==> config.mk <==
export PLATFORM = sky130hd
export DESIGN_NAME = fpa_front
export DESIGN_NICKNAME = d
export VERILOG_FILES = /design/src/design/fpa_pkg.sv /design/src/design/fpa_front.sv
export SDC_FILE = /design/constraint.sdc
export NUM_CORES = 2
export LEC_CHECK = 0
export BUFFER_PORTS_ARGS = -buffer_cell sky130_fd_sc_hd__buf_2
export CORE_UTILIZATION = 60
export DETAILED_ROUTE_END_ITERATION = 16
export MAX_ROUTING_LAYER = met4
export PLACE_DENSITY_LB_ADDON = 0.12
export SETUP_SLACK_MARGIN = 0.05
export SKIP_LAST_GASP = 1
export SLEW_MARGIN = 10
export SYNTH_ARGS = -nofsm -noshare
export SYNTH_HDL_FRONTEND = slang
export SYNTH_SLANG_ARGS = --single-unit
==> constraint.sdc <==
create_clock -name clock -period 11.8 [get_ports clock]
set_clock_uncertainty 0.15 [all_clocks]
set_input_delay 1.77 -clock clock [delete_from_list [all_inputs] [get_ports clock]]
set_output_delay 1.77 -clock clock [all_outputs]
set_load 0.01 [all_outputs]
==> src/design/fpa_pkg.sv <==
`default_nettype none

package fpa_pkg;

   localparam int FRAC_BITS          = 8;
   localparam int WORD_W             = 32;
   localparam int PROD_W             = 2 * WORD_W;
   localparam int REM_W              = 2 * WORD_W + 1;
   localparam int DIV_BITS_PER_STAGE = 2;
   localparam int DIV_STAGES         = WORD_W / DIV_BITS_PER_STAGE;

   localparam logic [WORD_W-1:0] WORD_MAX = {1'b0, {(WORD_W-1){1'b1}}};
   localparam logic [WORD_W-1:0] WORD_MIN = {1'b1, {(WORD_W-1){1'b0}}};

   typedef enum logic [3:0] {
      CMD_ADD      = 4'd0,
      CMD_SUB      = 4'd1,
      CMD_MUL      = 4'd2,
      CMD_DIV      = 4'd3,
      CMD_EQ       = 4'd4,
      CMD_NE       = 4'd5,
      CMD_GT       = 4'd6,
      CMD_GE       = 4'd7,
      CMD_LT       = 4'd8,
      CMD_LE       = 4'd9,
      CMD_MIN      = 4'd10,
      CMD_MAX      = 4'd11,
      CMD_INC      = 4'd12,
      CMD_DEC      = 4'd13,
      CMD_FROM_INT = 4'd14,
      CMD_TO_INT   = 4'd15
   } cmd_type;

   typedef struct packed {
      logic [3:0]               cmd;
      logic signed [WORD_W-1:0] operand_a;
      logic signed [WORD_W-1:0] operand_b;
   } req_type;

   typedef struct packed {
      logic signed [WORD_W-1:0] result_raw;
      logic                     compare_true;
      logic                     overflow;
      logic                     divide_by_zero;
   } rsp_type;

   // divider pipeline payload; rsp holds the final answer when active is low
   typedef struct packed {
      rsp_type             rsp;
      logic                active;
      logic                neg;
      logic [REM_W-1:0]    rem;
      logic [REM_W-1:0]    den;
      logic [WORD_W-1:0]   quot;
   } divp_type;

   typedef struct packed {
      logic [WORD_W-1:0] value;
      logic              ovf;
   } sat_type;

   // sign and magnitude to a saturated word
   function automatic sat_type from_mag(input logic neg, input logic [PROD_W-1:0] mag);
      sat_type r;
      r.ovf = 1'b0;
      if (neg) begin
         if (mag > PROD_W'({1'b1, {(WORD_W-1){1'b0}}})) begin
            r.ovf   = 1'b1;
            r.value = WORD_MIN;
         end else begin
            r.value = WORD_W'(-mag[WORD_W-1:0]);
         end
      end else begin
         if (mag > PROD_W'(WORD_MAX)) begin
            r.ovf   = 1'b1;
            r.value = WORD_MAX;
         end else begin
            r.value = mag[WORD_W-1:0];
         end
      end
      return r;
   endfunction

endpackage

`default_nettype wire

==> src/design/fpa_front.sv <==
`default_nettype none

module fpa_front
   import fpa_pkg::*;
(
   input  wire logic     clock,
   input  wire logic     reset,
   input  wire logic     in_valid,
   input  wire req_type  in_data,
   output logic          out_valid,
   output divp_type      out_data
);

   // stage A registers
   logic                      a_valid_ff, a_valid_in;
   logic [3:0]                a_cmd_ff, a_cmd_in;
   rsp_type                   a_rsp_ff, a_rsp_in;
   logic signed [PROD_W-1:0]  a_prod_ff, a_prod_in;
   logic                      a_neg_ff, a_neg_in;
   logic                      a_bz_ff, a_bz_in;
   logic [REM_W-1:0]          a_num_ff, a_num_in;
   logic [WORD_W:0]           a_den_ff, a_den_in;

   // stage B registers
   logic                      b_valid_ff, b_valid_in;
   divp_type                  b_data_ff, b_data_in;

   logic signed [WORD_W-1:0]  a, b;
   logic [WORD_W:0]           sum, diff;
   logic [PROD_W-1:0]         shl;
   logic                      lt, gt;
   logic [WORD_W-1:0]         ma, mb;

   logic [PROD_W-1:0]         pmag, prnd;
   sat_type                   msat, dsat;

   always_comb begin
      a = in_data.operand_a;
      b = in_data.operand_b;
      sum  = {a[WORD_W-1], a} + {b[WORD_W-1], b};
      diff = {a[WORD_W-1], a} - {b[WORD_W-1], b};
      shl  = PROD_W'({{WORD_W{a[WORD_W-1]}}, a} << FRAC_BITS);
      lt   = a < b;
      gt   = a > b;
      ma   = a[WORD_W-1] ? WORD_W'(-a) : a;
      mb   = b[WORD_W-1] ? WORD_W'(-b) : b;

      a_valid_in = in_valid;
      a_cmd_in   = in_data.cmd;
      a_prod_in  = a * b;
      a_neg_in   = a[WORD_W-1] ^ b[WORD_W-1];
      a_bz_in    = (b == '0);
      a_num_in   = (REM_W'(ma) << (FRAC_BITS + 1)) + REM_W'(mb);
      a_den_in   = {mb, 1'b0};

      a_rsp_in = '0;
      case (cmd_type'(in_data.cmd))
         CMD_ADD: begin
            a_rsp_in.overflow   = sum[WORD_W] != sum[WORD_W-1];
            a_rsp_in.result_raw = a_rsp_in.overflow ?
               (sum[WORD_W] ? WORD_MIN : WORD_MAX) : sum[WORD_W-1:0];
         end
         CMD_SUB: begin
            a_rsp_in.overflow   = diff[WORD_W] != diff[WORD_W-1];
            a_rsp_in.result_raw = a_rsp_in.overflow ?
               (diff[WORD_W] ? WORD_MIN : WORD_MAX) : diff[WORD_W-1:0];
         end
         CMD_EQ:  a_rsp_in.compare_true = (a == b);
         CMD_NE:  a_rsp_in.compare_true = (a != b);
         CMD_GT:  a_rsp_in.compare_true = gt;
         CMD_GE:  a_rsp_in.compare_true = !lt;
         CMD_LT:  a_rsp_in.compare_true = lt;
         CMD_LE:  a_rsp_in.compare_true = !gt;
         CMD_MIN: a_rsp_in.result_raw = lt ? a : b;
         CMD_MAX: a_rsp_in.result_raw = gt ? a : b;
         CMD_INC: begin
            a_rsp_in.overflow   = (a == WORD_MAX);
            a_rsp_in.result_raw = a_rsp_in.overflow ? WORD_MAX : a + 1;
         end
         CMD_DEC: begin
            a_rsp_in.overflow   = (a == WORD_MIN);
            a_rsp_in.result_raw = a_rsp_in.overflow ? WORD_MIN : a - 1;
         end
         CMD_FROM_INT: begin
            // fits only if the bits above the word all match its sign
            a_rsp_in.overflow = !((shl[PROD_W-1:WORD_W-1] == '0) ||
                                  (shl[PROD_W-1:WORD_W-1] == '1));
            a_rsp_in.result_raw = a_rsp_in.overflow ?
               (a[WORD_W-1] ? WORD_MIN : WORD_MAX) : shl[WORD_W-1:0];
         end
         CMD_TO_INT: a_rsp_in.result_raw = a >>> FRAC_BITS;
         default: a_rsp_in = '0;
      endcase
   end

   always_comb begin
      pmag = a_prod_ff[PROD_W-1] ? PROD_W'(-a_prod_ff) : a_prod_ff;
      prnd = (pmag + PROD_W'(1 << (FRAC_BITS - 1))) >> FRAC_BITS;
      msat = from_mag(a_prod_ff[PROD_W-1], prnd);
      dsat = from_mag(a_neg_ff, PROD_W'(1) << WORD_W);

      b_valid_in       = a_valid_ff;
      b_data_in.rsp    = a_rsp_ff;
      b_data_in.active = 1'b0;
      b_data_in.neg    = a_neg_ff;
      b_data_in.rem    = a_num_ff;
      b_data_in.den    = REM_W'({a_den_ff, {(WORD_W-1){1'b0}}});
      b_data_in.quot   = '0;

      case (cmd_type'(a_cmd_ff))
         CMD_MUL: begin
            b_data_in.rsp.result_raw = msat.value;
            b_data_in.rsp.overflow   = msat.ovf;
         end
         CMD_DIV: begin
            if (a_bz_ff) begin
               b_data_in.rsp.divide_by_zero = 1'b1;
            end else if (a_num_ff >= REM_W'({a_den_ff, {WORD_W{1'b0}}})) begin
               // quotient needs more than a word: saturate now
               b_data_in.rsp.result_raw = dsat.value;
               b_data_in.rsp.overflow   = dsat.ovf;
            end else begin
               b_data_in.active = 1'b1;
            end
         end
         default: b_data_in.rsp = a_rsp_ff;
      endcase
   end

   always_ff @(posedge clock) begin
      if (reset) begin
         a_valid_ff <= 1'b0;
         b_valid_ff <= 1'b0;
      end else begin
         a_valid_ff <= a_valid_in;
         b_valid_ff <= b_valid_in;
      end
      a_cmd_ff  <= a_cmd_in;
      a_rsp_ff  <= a_rsp_in;
      a_prod_ff <= a_prod_in;
      a_neg_ff  <= a_neg_in;
      a_bz_ff   <= a_bz_in;
      a_num_ff  <= a_num_in;
      a_den_ff  <= a_den_in;
      b_data_ff <= b_data_in;
   end

   assign out_valid = b_valid_ff;
   assign out_data  = b_data_ff;

endmodule

`default_nettype wire

[Yosys cells after proc, flatten, opt, wreduce, memory -nomap -nowiden]
Index checks and enable logic that the tools add are counted.
Storage, ports and cells
  bits in read-only memories: 0
  word-level logic and storage cells: 97
  input bits: 71
  bits in writable memories: 0
  latch bits: 0
  bits in registers: 291
  memories: 0
Operators by class
  equal/unequal tests: 22
  add/sub/neg operators: 10
  order comparisons: 5
  mux-type cells: 30
  reduce and logical (&&, ||, !) cells: 8
  divide/modulo/power cells: 0
  bitwise logic cells: 2
  multiply operators: 1
  shift operators: 0
Operators with widths (count)
  two-way mux 32 bit: 16
  one-hot mux 32 bit (8 select lines): 1
  negator 32 bit: 3
  two-way mux 33 bit: 2
  >= comparator 42 x 65 -> 1 bit: 1
  adder 64 x 8 -> 64 bit, second input constant: 1
  multiplier 32 x 32 -> 64 bit: 1
  two-way mux 64 bit: 1
  negator 64 bit: 1
  one-hot mux 32 bit (2 select lines): 1
  > comparator 56 x 31 -> 1 bit, second input constant: 1
  > comparator 56 x 32 -> 1 bit, second input constant: 1
  adder 41 x 32 -> 42 bit: 1
  adder 32 x 32 -> 33 bit: 1
  equality test 33 bit, second input constant: 1
  zero test 33 bit: 1
  subtractor 32 x 32 -> 33 bit: 1
  adder 32 x 1 -> 32 bit, second input constant: 1
  equality test 32 x 31 -> 1 bit, second input constant: 1
  equality test 32 bit: 1
  equality test 32 bit, second input constant: 1
  equality test 4 bit, second input constant: 8
  > comparator 32 bit: 1
  zero test 32 bit: 1
  17 further kinds: 29

[Longest topological paths before layout]
  depth after elaboration: 7
  gate-level depth with buffers: 33
  gate-level depth less buffers: 31

[Worst setup path before layout]
OpenSTA, ideal clock, no wires.
  path kind: input to register
  start point: input port in_data[63] (netlist bit)
  end point: register a_prod_ff[63]
  arrival time: 10.294 ns
  library setup time: 0.121 ns
  path slack: 1.235 ns
  data required time: 11.529 ns
  cell stages on the path: 29
  path buffers: 4
  path through: clkbuf_1 clkbuf_1 clkbuf_1 clkbuf_1 nand2_1 fa_1 fa_1 fa_1 fa_1 inv_1 fa_1 fa_1 fa_1 inv_1 fa_1 inv_1 ha_1 a21o_1 a21o_1 a21o_1 a21o_1 a21o_1 a21oi_1 or4b_2 nand3_1 a21oi_1 a2111oi_0 o21bai_1 xnor2_1
Between the ends
  longest elaborated chain between the ends: 1
Ends and longest elaborated chain
  start, declared: RTL line fpa_front.sv:9  | input wire req_type in_data,
  multiplier 32 x 32 -> 64 bit: RTL line fpa_front.sv:50  | a_prod_in = a * b;
  via a_prod_in[63]: RTL line fpa_front.sv:18  | logic signed [PROD_W-1:0] a_prod_ff, a_prod_in;
  end signal, assigned: RTL line fpa_front.sv:140  | a_prod_ff <= a_prod_in;
  end, declared: RTL line fpa_front.sv:18
The timed path passes the listed nets, and every way through them passes these cells.
A chain may end at the register's enable or synchronous reset.

[Worst setup path in the final report]
  start point: input port in_data[18] (netlist bit)
  end point: register a_prod_ff[54]
The elaborated chain is that of the path after synthesis.

==> qor.yml <==
syn_area_per_cell_um2: 8.58
highest_layer: "met4"
ys_warn_count: 0
dieArea_mm2: 0.0947
seq_area_frac_synth: 0.0974
fp-row-count: 111
cts_buffers: 27
path_clk_slew_ns: 0.11
clockRootBuffer: "clkbuf_16"
synth_compound_area_frac: 0.103
die_w_um: 308
whs_ns: 0.203
wl_per_cell_um: 25.2
synth_cell_types: 100
end_kind: "flip-flop"
syn_inst: 6542
rsz0062_at_grt: "no"
hold_buffers: 0
path_delay_family: "adder cells"
ys_ff_latch: 273
hold_viol_final: 0
grt_usage: 0.439
crit_buf_inv: 8
clk_path_buf_depth: 3
synth_top_family_by_area: "adder cells"
grt_pass1_vias: 47901
avgViaCountPerCell: 6.01
start_kind: "primary input"
whs_path_depth: 0
synth.mux.area_fraction: 0.00439
worstMarginPinSlew_ns: 1.11
clk_latency_ns: 0.62
synth_edf_count: 0
drv_slew: 0
coreArea_mm2: 0.0921
start_util: 0.609
cp.required_ns: 12.16
critPathKind: "primary input to flip-flop"
grt_max_degree: 54
setup_viol: 0
wirelength_mm: 197
cp.depth: 30
ant_nets: 0
antenna_found_initial: 9
drtIter0Drc: 4757
dp_hpwl_mm: 157
fmax_mhz: 90.8
outcome: "complete, no violations"
gp_congestion: 1.04
min_period_over_period: 0.933
arrival_ns: 11.37
synth_flop_cell: "dfxtp_1"
layout_min_cycle_time_ns: 11.01
wl_met3_mm: 20.5
drv_cap: 0
fillCellCount: 8067
post_cts_resized: 0
slew_headroom: 0.238
postSynth.asyncResetShare: 0
drc: 0
mostFrequentLayoutCells: "1203 x inv_1, 1085 x fa_1, 674 x nand2_1"
port_buffers: 182
cts_sinks: 273
min-delay-path-class: "flip-flop to flip-flop"
wl_met2_mm: 86.4
timing.rr.start: "a_prod_ff[18]"
synth-simple-area-share: 0.174
place_area_mm2: 0.0581
r2r_cells: 13
final_layout_size_suffix_gt1_frac: 0.0716
grt_pass1_wl_mm: 299
first_pass_iters: 8
path_common_cell: "fa_1"
slowest_delay_ns: 0.57
grt_overflow: 0
syn_to_final_growth_pct: 5.27
wl_met1_mm: 75.0
crit_fanout: 18
synthAdderAreaFrac: 0.451
synth_xor_area_frac: 0.0503
critical_path.startpoint: "in_data[18]"
die_h_um: 308
postCtsSetupRepairBufs: 0
setup_tns_ns: 0
final_common_cell: "inv_1"
critPathSlowestCell: "buf_2"
cts_tree: "yes"
min_from: "a_den_ff[13]"
fin_area_mm2: 0.0591
ctsHtreeMaxLevel: 1
synth_area_mm2: 0.0561
vias: 46895
nNetsFinal: 7974
io_pins: 271
-- cell families (layout without fill, tap and decap cells) --
group | count (synthesis) | count (layout)
adder cells (fa/ha/maj) | 1372 | 1372
other | 1 | 100
XOR/XNOR | 322 | 322
AND/OR/NAND/NOR | 1978 | 1978
multiplexers | 24 | 24
AO/OA/AOI/OAI | 889 | 889
buffers and inverters | 1683 | 1605
flip-flops | 273 | 273
-- sequential cells by signal (all words and copies together) (netlist names), 4 cells and up --
| signal | count |
|---|---|
| out_data | 102 |
| a_prod_ff | 64 |
| a_num_ff | 42 |
| a_rsp_ff | 34 |
| a_den_ff | 23 |
| a_cmd_ff | 4 |
-- cells in the mapped netlist (22+ instances only) --
library cell  count  share of area
a21oi_1         242          0.022
inv_1          1203          0.080
or3_1            37         0.0041
a2111oi_0        25         0.0039
nand2_1         674          0.045
a21o_1           53         0.0071
xnor2_1         246          0.038
a31oi_1          35         0.0039
and3_1           22         0.0025
dfxtp_1         273          0.097
fa_1           1085           0.39
and2_1          405          0.045
buf_1            46         0.0031
clkbuf_1        312          0.021
nand4_1          51         0.0057
o21ai_1          29         0.0026
nor4_1           40         0.0045
buf_4            97          0.013
ha_1            287          0.064
o21a_1           30         0.0040
nor2b_1          26         0.0029
o31ai_1          33         0.0044
nor3_1           91         0.0081
nor2_1          381          0.025
nand2b_1         46         0.0051
or4_1            22         0.0029
o22ai_1          35         0.0039
o21ai_0         182          0.016
xor2_1           76          0.012
nand3_1          95         0.0085
-- layout make-up --
type	instances	area (um2)	area share
Sequential cell	273	5470	0.0925
Inverter	1213	4550	0.0771
Clock buffer	33	758	0.0128
Timing Repair Buffer	342	2190	0.0370
Multi-Input combinational cell	4674	44300	0.750
Antenna cell	11	27.5	0.000466
Tap cell	1243	1560	0.0263
Clock inverter	17	223	0.00377
-- per-layer routing --
metal	vias to the layer above	global-route usage
li1	20203	-
met1	23388	0.562
met2	2707	0.651
met3	597	0.0852
met4	0	0.255
met5	-	-
-- metrics by stage --
step | std cells | setup WS, ns | util
after floorplan | 6630 | 1.24 | -
after global placement | 7745 | 0.428 | 0.631
after detailed placement | 7745 | 0.408 | 0.631
after CTS | 7795 | 1.04 | 0.641
after global routing | 7801 | 0.428 | 0.641
final | 7806 | 0.792 | 0.641
-- final timing paths --
kind	endpoint	slack [ns]
setup reg to reg	out_data[191]	4.93
setup / recovery	a_prod_ff[54]	0.79
hold / removal	out_data[76]	0.20
hold reg to reg	out_data[76]	0.20
Power is not shown: default switching activity piles up to over one toggle a cycle in this logic, so the estimate is an artifact.
